`config.mk`:
```
export PLATFORM = sky130hd
export DESIGN_NAME = bounded_deque_engine
export DESIGN_NICKNAME = d
export VERILOG_FILES = /design/src/rtl/core/dq_pkg.sv /design/src/rtl/core/dq_ram.sv /design/src/rtl/core/dq_ctrl.sv /design/src/rtl/core/bounded_deque_engine.sv
export SDC_FILE = /design/constraint.sdc
export NUM_CORES = 2
export LEC_CHECK = 0
export ABC_AREA = 1
export BUFFER_PORTS_ARGS = -buffer_cell sky130_fd_sc_hd__buf_2
export CAP_MARGIN = 20
export CORE_MARGIN = 5
export CORE_UTILIZATION = 40
export DETAILED_ROUTE_END_ITERATION = 12
export PLACE_DENSITY_LB_ADDON = 0.1
export SYNTH_ARGS = -nofsm -noshare
export SYNTH_HDL_FRONTEND = slang
export SYNTH_SLANG_ARGS = --single-unit
```
`constraint.sdc`:
```
create_clock -name clk -period 5 [get_ports clk]
set_clock_uncertainty 0.15 [all_clocks]
set_input_delay 1 -clock clk [delete_from_list [all_inputs] [get_ports clk]]
set_output_delay 1 -clock clk [all_outputs]
set_load 0.05 [all_outputs]
```
`src/rtl/core/dq_pkg.sv`:
```
package dq_pkg;

    // Default sizing
    localparam int DQ_CAPACITY   = 64;
    localparam int DQ_DATA_WIDTH = 32;

    // Fixed field widths of the request and response
    localparam int OP_W    = 3;
    localparam int WORD_W  = 32;
    localparam int STAT_W  = 2;
    localparam int COUNT_W = 7;

    // Operation codes
    localparam logic [OP_W-1:0] OP_PUSH_FRONT = 3'd0;
    localparam logic [OP_W-1:0] OP_PUSH_BACK  = 3'd1;
    localparam logic [OP_W-1:0] OP_POP_FRONT  = 3'd2;
    localparam logic [OP_W-1:0] OP_POP_BACK   = 3'd3;
    localparam logic [OP_W-1:0] OP_REVERSE    = 3'd4;
    localparam logic [OP_W-1:0] OP_QUERY      = 3'd5;

    // Status codes
    localparam logic [STAT_W-1:0] STAT_DONE  = 2'd0;
    localparam logic [STAT_W-1:0] STAT_FULL  = 2'd1;
    localparam logic [STAT_W-1:0] STAT_EMPTY = 2'd2;

    typedef struct packed {
        logic [OP_W-1:0]   op;
        logic [WORD_W-1:0] data_value;
    } dq_req_t;

    typedef struct packed {
        logic [STAT_W-1:0]  status;
        logic [WORD_W-1:0]  front_value;
        logic [WORD_W-1:0]  back_value;
        logic [COUNT_W-1:0] entry_count;
        logic               is_empty;
        logic               is_full;
    } dq_rsp_t;

endpackage

```
`src/rtl/core/dq_ram.sv`:
```
module dq_ram #(
    parameter int WIDTH = 32,
    parameter int DEPTH = 64
) (
    input  logic                     clk,
    input  logic                     wr_en,
    input  logic [$clog2(DEPTH)-1:0] wr_addr,
    input  logic [WIDTH-1:0]         wr_data,
    input  logic                     rd_en,
    input  logic [$clog2(DEPTH)-1:0] rd_addr,
    output logic [WIDTH-1:0]         rd_data
);

    logic [WIDTH-1:0] mem [DEPTH];
    logic [WIDTH-1:0] rd_data_reg;

    always_ff @(posedge clk)
    begin
        if (wr_en)
        begin
            mem[wr_addr] <= wr_data;
        end
        if (rd_en)
        begin
            rd_data_reg <= mem[rd_addr];
        end
    end

    assign rd_data = rd_data_reg;

endmodule

```
`src/rtl/core/dq_ctrl.sv`:
```
module dq_ctrl
    import dq_pkg::*;
#(
    parameter int CAPACITY   = DQ_CAPACITY,
    parameter int DATA_WIDTH = DQ_DATA_WIDTH
) (
    input  logic                        clk,
    input  logic                        rst_n,
    input  logic                        req_valid,
    output logic                        req_stall,
    input  dq_req_t                     req,
    output logic                        rsp_valid,
    input  logic                        rsp_stall,
    output dq_rsp_t                     rsp,
    output logic                        ram_wr_en,
    output logic [$clog2(CAPACITY)-1:0] ram_wr_addr,
    output logic [DATA_WIDTH-1:0]       ram_wr_data,
    output logic                        ram_rd_en,
    output logic [$clog2(CAPACITY)-1:0] ram_rd_addr,
    input  logic [DATA_WIDTH-1:0]       ram_rd_data
);

    localparam int AW = $clog2(CAPACITY);
    localparam int CW = $clog2(CAPACITY + 1);
    localparam int SW = CW + 1;

    localparam logic [AW-1:0] LAST_IDX = AW'(CAPACITY - 1);
    localparam logic [CW-1:0] CAP_CNT  = CW'(CAPACITY);
    localparam logic [SW-1:0] CAP_SUM  = SW'(CAPACITY);

    typedef enum logic [1:0] {
        ST_IDLE = 2'b01,
        ST_READ = 2'b10
    } state_t;

    state_t                state_reg, state_next;
    logic [AW-1:0]         head_reg, head_next;
    logic [CW-1:0]         count_reg, count_next;
    logic                  rev_reg, rev_next;
    logic [DATA_WIDTH-1:0] low_reg, low_next;
    logic [DATA_WIDTH-1:0] high_reg, high_next;
    logic                  pend_low_reg, pend_low_next;
    logic                  out_valid_reg, out_valid_next;
    dq_rsp_t               out_reg, out_next;

    logic                  out_free;
    logic                  accept;
    logic                  load_out;
    logic [STAT_W-1:0]     status;
    logic                  is_push, is_pop, push_low, pop_low;
    logic                  full, empty;
    logic [SW-1:0]         head_sum, cnt_sum;
    logic [AW-1:0]         idx_before, idx_after, idx_tail, idx_prev;
    logic [DATA_WIDTH-1:0] push_word;
    logic [DATA_WIDTH-1:0] front_word, back_word;
    logic [WORD_W-1:0]     front_field, back_field;
    logic [COUNT_W-1:0]    count_field;

    function automatic logic [AW-1:0] ring_wrap(input logic [SW-1:0] s);
        logic [SW-1:0] d;
        d = s - CAP_SUM;
        return (s >= CAP_SUM) ? d[AW-1:0] : s[AW-1:0];
    endfunction

    // Width adaptation between the fixed 32-bit fields and the stored word
    if (DATA_WIDTH >= WORD_W)
    begin : g_wide
        assign push_word   = DATA_WIDTH'(req.data_value);
        assign front_field = front_word[WORD_W-1:0];
        assign back_field  = back_word[WORD_W-1:0];
    end
    else
    begin : g_narrow
        assign push_word   = req.data_value[DATA_WIDTH-1:0];
        assign front_field = WORD_W'(front_word);
        assign back_field  = WORD_W'(back_word);
    end

    if (CW >= COUNT_W)
    begin : g_cnt_wide
        assign count_field = count_next[COUNT_W-1:0];
    end
    else
    begin : g_cnt_narrow
        assign count_field = COUNT_W'(count_next);
    end

    assign out_free  = !out_valid_reg || !rsp_stall;
    assign req_stall = (state_reg != ST_IDLE) || !out_free;
    assign accept    = req_valid && !req_stall;

    assign is_push  = (req.op == OP_PUSH_FRONT) || (req.op == OP_PUSH_BACK);
    assign is_pop   = (req.op == OP_POP_FRONT) || (req.op == OP_POP_BACK);
    assign push_low = (req.op == OP_PUSH_FRONT) != rev_reg;
    assign pop_low  = (req.op == OP_POP_FRONT) != rev_reg;
    assign full     = (count_reg == CAP_CNT);
    assign empty    = (count_reg == '0);

    assign head_sum   = SW'(head_reg);
    assign cnt_sum    = SW'(count_reg);
    assign idx_before = (head_reg == '0) ? LAST_IDX : head_reg - AW'(1);
    assign idx_after  = (head_reg == LAST_IDX) ? '0 : head_reg + AW'(1);
    assign idx_tail   = ring_wrap(head_sum + cnt_sum);
    // only used when at least three words are held
    assign idx_prev   = ring_wrap(head_sum + cnt_sum - SW'(2));

    always_comb
    begin
        state_next    = state_reg;
        head_next     = head_reg;
        count_next    = count_reg;
        rev_next      = rev_reg;
        low_next      = low_reg;
        high_next     = high_reg;
        pend_low_next = pend_low_reg;
        load_out      = 1'b0;
        status        = STAT_DONE;
        ram_wr_en     = 1'b0;
        ram_wr_addr   = idx_tail;
        ram_wr_data   = push_word;
        ram_rd_en     = 1'b0;
        ram_rd_addr   = idx_after;

        unique case (state_reg)
            ST_IDLE:
            begin
                if (accept)
                begin
                    load_out = 1'b1;
                    if (is_push)
                    begin
                        if (full)
                        begin
                            status = STAT_FULL;
                        end
                        else
                        begin
                            ram_wr_en  = 1'b1;
                            count_next = count_reg + CW'(1);
                            if (push_low)
                            begin
                                head_next   = idx_before;
                                ram_wr_addr = idx_before;
                                low_next    = push_word;
                                if (empty)
                                begin
                                    high_next = push_word;
                                end
                            end
                            else
                            begin
                                high_next = push_word;
                                if (empty)
                                begin
                                    low_next = push_word;
                                end
                            end
                        end
                    end
                    else if (is_pop)
                    begin
                        if (empty)
                        begin
                            status = STAT_EMPTY;
                        end
                        else
                        begin
                            count_next = count_reg - CW'(1);
                            if (pop_low)
                            begin
                                head_next = idx_after;
                            end
                            if (count_reg == CW'(2))
                            begin
                                // one word left: both ends are that word
                                if (pop_low)
                                begin
                                    low_next = high_reg;
                                end
                                else
                                begin
                                    high_next = low_reg;
                                end
                            end
                            else if (count_reg > CW'(2))
                            begin
                                // new end word must be fetched from the ring
                                load_out      = 1'b0;
                                ram_rd_en     = 1'b1;
                                ram_rd_addr   = pop_low ? idx_after : idx_prev;
                                pend_low_next = pop_low;
                                state_next    = ST_READ;
                            end
                        end
                    end
                    else if (req.op == OP_REVERSE)
                    begin
                        rev_next = !rev_reg;
                    end
                end
            end
            ST_READ:
            begin
                if (out_free)
                begin
                    load_out   = 1'b1;
                    state_next = ST_IDLE;
                    if (pend_low_reg)
                    begin
                        low_next = ram_rd_data;
                    end
                    else
                    begin
                        high_next = ram_rd_data;
                    end
                end
            end
            default:
            begin
                state_next = ST_IDLE;
            end
        endcase
    end

    always_comb
    begin
        if (count_next == '0)
        begin
            front_word = '0;
            back_word  = '0;
        end
        else if (rev_next)
        begin
            front_word = high_next;
            back_word  = low_next;
        end
        else
        begin
            front_word = low_next;
            back_word  = high_next;
        end
        out_next.status      = status;
        out_next.front_value = front_field;
        out_next.back_value  = back_field;
        out_next.entry_count = count_field;
        out_next.is_empty    = (count_next == '0);
        out_next.is_full     = (count_next == CAP_CNT);
    end

    assign out_valid_next = load_out || (out_valid_reg && rsp_stall);

    always_ff @(posedge clk or negedge rst_n)
    begin
        if (!rst_n)
        begin
            state_reg     <= ST_IDLE;
            head_reg      <= '0;
            count_reg     <= '0;
            rev_reg       <= 1'b0;
            out_valid_reg <= 1'b0;
        end
        else
        begin
            state_reg     <= state_next;
            head_reg      <= head_next;
            count_reg     <= count_next;
            rev_reg       <= rev_next;
            out_valid_reg <= out_valid_next;
        end
    end

    always_ff @(posedge clk)
    begin
        low_reg      <= low_next;
        high_reg     <= high_next;
        pend_low_reg <= pend_low_next;
        if (load_out)
        begin
            out_reg <= out_next;
        end
    end

    assign rsp_valid = out_valid_reg;
    assign rsp       = out_reg;

    a_count_bound: assert property (@(posedge clk) disable iff (!rst_n)
        count_reg <= CAP_CNT)
        else $error("entry count beyond capacity");

    a_count_step: assert property (@(posedge clk) disable iff (!rst_n)
        accept |=> (count_reg == $past(count_reg)) ||
                   (count_reg == $past(count_reg) + CW'(1)) ||
                   (count_reg == $past(count_reg) - CW'(1)))
        else $error("entry count moved by more than one");

    a_read_needs_words: assert property (@(posedge clk) disable iff (!rst_n)
        (state_reg == ST_READ) |-> (count_reg >= CW'(2)))
        else $error("ring fetch with fewer than two words held");

    a_no_accept_in_read: assert property (@(posedge clk) disable iff (!rst_n)
        (state_reg == ST_READ) |-> !accept)
        else $error("transaction taken during ring fetch");

endmodule

```
`src/rtl/core/bounded_deque_engine.sv`:
```
// Channel | Handshake               | Payload
// --------+-------------------------+--------------------------------------------
// req     | req_valid / req_stall   | dq_req_t: op, data_value
// rsp     | rsp_valid / rsp_stall   | dq_rsp_t: status, front/back, count, flags
//
// Push, reverse, query and rejected operations load the response register directly.
// A pop leaving two or more words first fetches the new end word from the
// single-read-port ring RAM, whose read data is registered, in the ST_READ state.
// Both end words are cached in registers, so only that pop needs the RAM read.
// Reset clears pointers, count, direction and response valid; RAM is not cleared.
// A stalled response blocks new requests until it is taken.
module bounded_deque_engine
    import dq_pkg::*;
#(
    parameter int CAPACITY   = DQ_CAPACITY,
    parameter int DATA_WIDTH = DQ_DATA_WIDTH
) (
    input  logic    clk,
    input  logic    rst_n,
    input  logic    req_valid,
    output logic    req_stall,
    input  dq_req_t req,
    output logic    rsp_valid,
    input  logic    rsp_stall,
    output dq_rsp_t rsp
);

    localparam int AW = $clog2(CAPACITY);

    logic                  ram_wr_en;
    logic [AW-1:0]         ram_wr_addr;
    logic [DATA_WIDTH-1:0] ram_wr_data;
    logic                  ram_rd_en;
    logic [AW-1:0]         ram_rd_addr;
    logic [DATA_WIDTH-1:0] ram_rd_data;

    dq_ctrl #(
        .CAPACITY   (CAPACITY),
        .DATA_WIDTH (DATA_WIDTH)
    ) u_ctrl (
        .clk         (clk),
        .rst_n       (rst_n),
        .req_valid   (req_valid),
        .req_stall   (req_stall),
        .req         (req),
        .rsp_valid   (rsp_valid),
        .rsp_stall   (rsp_stall),
        .rsp         (rsp),
        .ram_wr_en   (ram_wr_en),
        .ram_wr_addr (ram_wr_addr),
        .ram_wr_data (ram_wr_data),
        .ram_rd_en   (ram_rd_en),
        .ram_rd_addr (ram_rd_addr),
        .ram_rd_data (ram_rd_data)
    );

    dq_ram #(
        .WIDTH (DATA_WIDTH),
        .DEPTH (CAPACITY)
    ) u_ring (
        .clk     (clk),
        .wr_en   (ram_wr_en),
        .wr_addr (ram_wr_addr),
        .wr_data (ram_wr_data),
        .rd_en   (ram_rd_en),
        .rd_addr (ram_rd_addr),
        .rd_data (ram_rd_data)
    );

endmodule

```
==> flow_summary.json <==
{
  "tns_ns": 0,
  "cap_violations": 0,
  "numPortBuffers": 115,
  "largest_reg_flops": 2048,
  "post_cts_buffers": 0,
  "path_max_fanout": 37,
  "track_usage": 0.2587,
  "fin_crit_sh": 0.9320,
  "synth_area_leaders": "edfxtp_1 (64%), nand3_1 (11%), nand2_1 (9.1%), inv_1 (7.9%), dfxtp_1 (1.3%)",
  "routedWlPerCell_um": 24.85,
  "cts_tree": "yes",
  "drc_errors": 0,
  "final_core_util": 0.4615,
  "clkTransAtPathRegs_ns": 0.06,
  "wl_mm": 347.5,
  "cp_slowest_cell": "nand3_1",
  "min_to": "u_ctrl.rsp_valid",
  "drtIter0Drc": 7776,
  "hold_viol_final": 0,
  "async_flop_share": 0.007599,
  "ys.flop_type": "edfxtp_1",
  "synth_top_area_frac": 0.6424,
  "outcome": "complete, no violations",
  "antenna_found_initial": 27,
  "critical_path_arrival_ns": 5.13,
  "start_util": 0.4012,
  "synth_top_cell_by_area": "edfxtp_1",
  "critPathLaunchType": "flip-flop",
  "grt_pass1_vias": 69630,
  "io_pins": 116,
  "max_slew_margin": 0.2876,
  "maxSlewViolCount": 0,
  "cts_root_buffer": "clkbuf_16",
  "synth_cell_type_count": 46,
  "die_w_um": 512.0,
  "fillers": 23560,
  "dieArea_um2": 262100,
  "grt_max_degree": 108,
  "synth-edff-count": 2156,
  "dp_hpwl_mm": 207.0,
  "path_cells": "ha_1, fa_1, xor2_1, inv_1, ha_1, nand3_1, nor2_1, a21oi_4, buf_12, buf_12, nand3_1, nand3_1, nand3_1, nand3_1, nand2_1",
  "rsz0062_at_grt": "false",
  "r2r_end": "u_ring.rd_data[20]",
  "path_class": "reg2reg",
  "reg2reg_depth": 15,
  "grt_pass1_wl_mm": 498.6,
  "first_pass_iters": 6,
  "nNetsFinal": 10490,
  "ys_seq_elements": 2237,
  "drive_above_1_share": 0.09355,
  "worstPathRequired_ns": 5.47,
  "final-setup-viol-count": 0,
  "cts_sinks": 2237,
  "yosys_warnings": 0,
  "reg2reg_from": "u_ctrl.count_reg[0]",
  "cp-end-kind": "flip-flop",
  "syn_nets": 10280,
  "vdd_drop_max_v": 0.0007198,
  "cts.path.max_buffers": 3,
  "die-height_um": 512.0,
  "regMostFlops": "u_ring.mem",
  "cts-htree-levels": 4,
  "core_area_um2": 251200,
  "fin_hold_ws_ns": 0.2827,
  "clk_latency_ns": 0.92,
  "hold_depth": 3,
  "reg2reg_slack_ns": 0.34,
  "synth_area_per_cell_um2": 9.856,
  "seq_area_frac_synth": 0.6593,
  "finalWeightedCongestion": 0.8676,
  "max_freq_ghz": 0.2146,
  "worstHoldPathType": "in2reg",
  "power_density_nw_per_um2": 684.9,
  "syn_area_um2": 100800,
  "row_count": 184,
  "post_cts_resized": 0,
  "ant_nets": 0,
  "fin_crit_ns": 4.660,
  "cellLeakagePower_nw": 49.28,
  "grt_overflow": 0,
  "hold_start": "rsp_stall",
  "viasPerCell": 5.277,
  "area_growth_pct": 15.02,
  "critPathMostFrequentCell": "nand3_1",
  "numCtsBuffers": 236,
  "crit_path_max_incr_delay_ns": 0.54,
  "num_vias": 73770,
  "synth_cells": 10230,
  "worst_pin_slew_ns": 1.069
}
==> power breakdown <==
part	total, mW	internal [mW]	switching [mW]
logic	40.1	11.7	28.4
clock network	16.7	9.15	7.59
registers	22.6	22.0	0.611
total	79.4	42.8	36.5
==> how the worst max path moves through the flow <==
stage / start / endpoint / slack, ns
global placement: rsp_stall / u_ring.rd_data[3] / 0.09
global route: u_ctrl.count_reg[0] / u_ring.rd_data[20] / 0.25
detailed placement: rsp_stall / u_ring.rd_data[13] / 0.06
CTS: u_ctrl.count_reg[0] / u_ring.rd_data[0] / 0.42
finish: u_ctrl.count_reg[0] / u_ring.rd_data[20] / 0.34
floorplan: req[33] / u_ring.mem[10][0] / 0.47
==> metal layers <==
layer	global-route usage	wire (µm)	up-vias
met2	0.4064	157400	2914
met3	0.04075	24660	493
li1	-	-	33760
met5	0	112	-
met1	0.3654	152700	36590
met4	0.09154	12600	18
==> worst max-delay path: cells and delay by family (launching register included) <==
kind	cells	cell delay (ns)
flops	1	0.46
simple gates	7	1.47
buf+inv	3	0.55
fa+ha+maj	3	0.98
xor+xnor	1	0.45
compound gates	1	0.22
==> synth_stat cells (7+ instances only) <==
master	number
nand3_1	2240
nand2_2	7
buf_2	219
dfrtp_1	16
buf_4	12
edfxtp_1	2156
ha_1	15
inv_1	2124
o21ai_1	38
a21oi_1	132
clkbuf_1	269
xor2_1	10
nor2_1	120
a221oi_1	64
o21ai_0	114
nand2_1	2438
nor3_1	7
buf_1	57
dfxtp_1	64
o211ai_1	37
inv_2	42
==> per-stage QoR <==
stage	total power, mW	worst slack (ns)	cell area, µm²	cells
after floorplan	45.39	0.4737	100800	10230
after global placement	62.45	0.08939	108500	13540
after detailed placement	62.62	0.05720	108600	13540
after CTS	79.45	0.4241	115800	13970
after global routing	83.44	0.2547	115900	13980
final	79.39	0.3402	115900	13980
==> what timing repair did <==
| item | in CTS | in global routing |
|---|---|---|
| hold buffers | 1 | 0 |
| endpoints found under the hold margin | 16 | 0 |
| endpoints found under the setup margin | 0 | 0 |
==> cell usage in the layout (no fill, tap or decap), drive strengths merged, types with 117 or more instances in the layout <==
| master | synthesis | routed |
|---|---|---|
| nor2 | 127 | 127 |
| clkbuf | 269 | 295 |
| nand2 | 2445 | 2445 |
| clkinv | 3 | 117 |
| inv | 2166 | 2171 |
| nand3 | 2241 | 2241 |
| o21ai | 154 | 154 |
| a21oi | 133 | 133 |
| edfxtp | 2156 | 2156 |
| buf | 290 | 527 |
==> logic make-up after synthesis <==
family                   after synthesis  synth area share
adder cells (fa/ha/maj)               16          0.002061
flip-flops                          2237            0.6593
XOR/XNOR                              14          0.001217
AO/OA/AOI/OAI                        402           0.02373
buffers and inverters               2728            0.1049
AND/OR/NAND/NOR                     4828            0.2087
==> cell type report <==
| cell class | instances | area [µm²] | share of cell area |
|---|---|---|---|
| Sequential cell | 2237 | 66450 | 0.5732 |
| Multi-Input combinational cell | 5260 | 24480 | 0.2112 |
| Inverter | 2169 | 8148 | 0.07029 |
| Clock buffer | 295 | 6127 | 0.05286 |
| Timing Repair Buffer | 528 | 5365 | 0.04628 |
| Tap cell | 3348 | 4189 | 0.03614 |
| Clock inverter | 136 | 1136 | 0.009801 |
| Antenna cell | 8 | 20.02 | 0.0001727 |
Note: power is estimated with default switching activity, not from simulation.
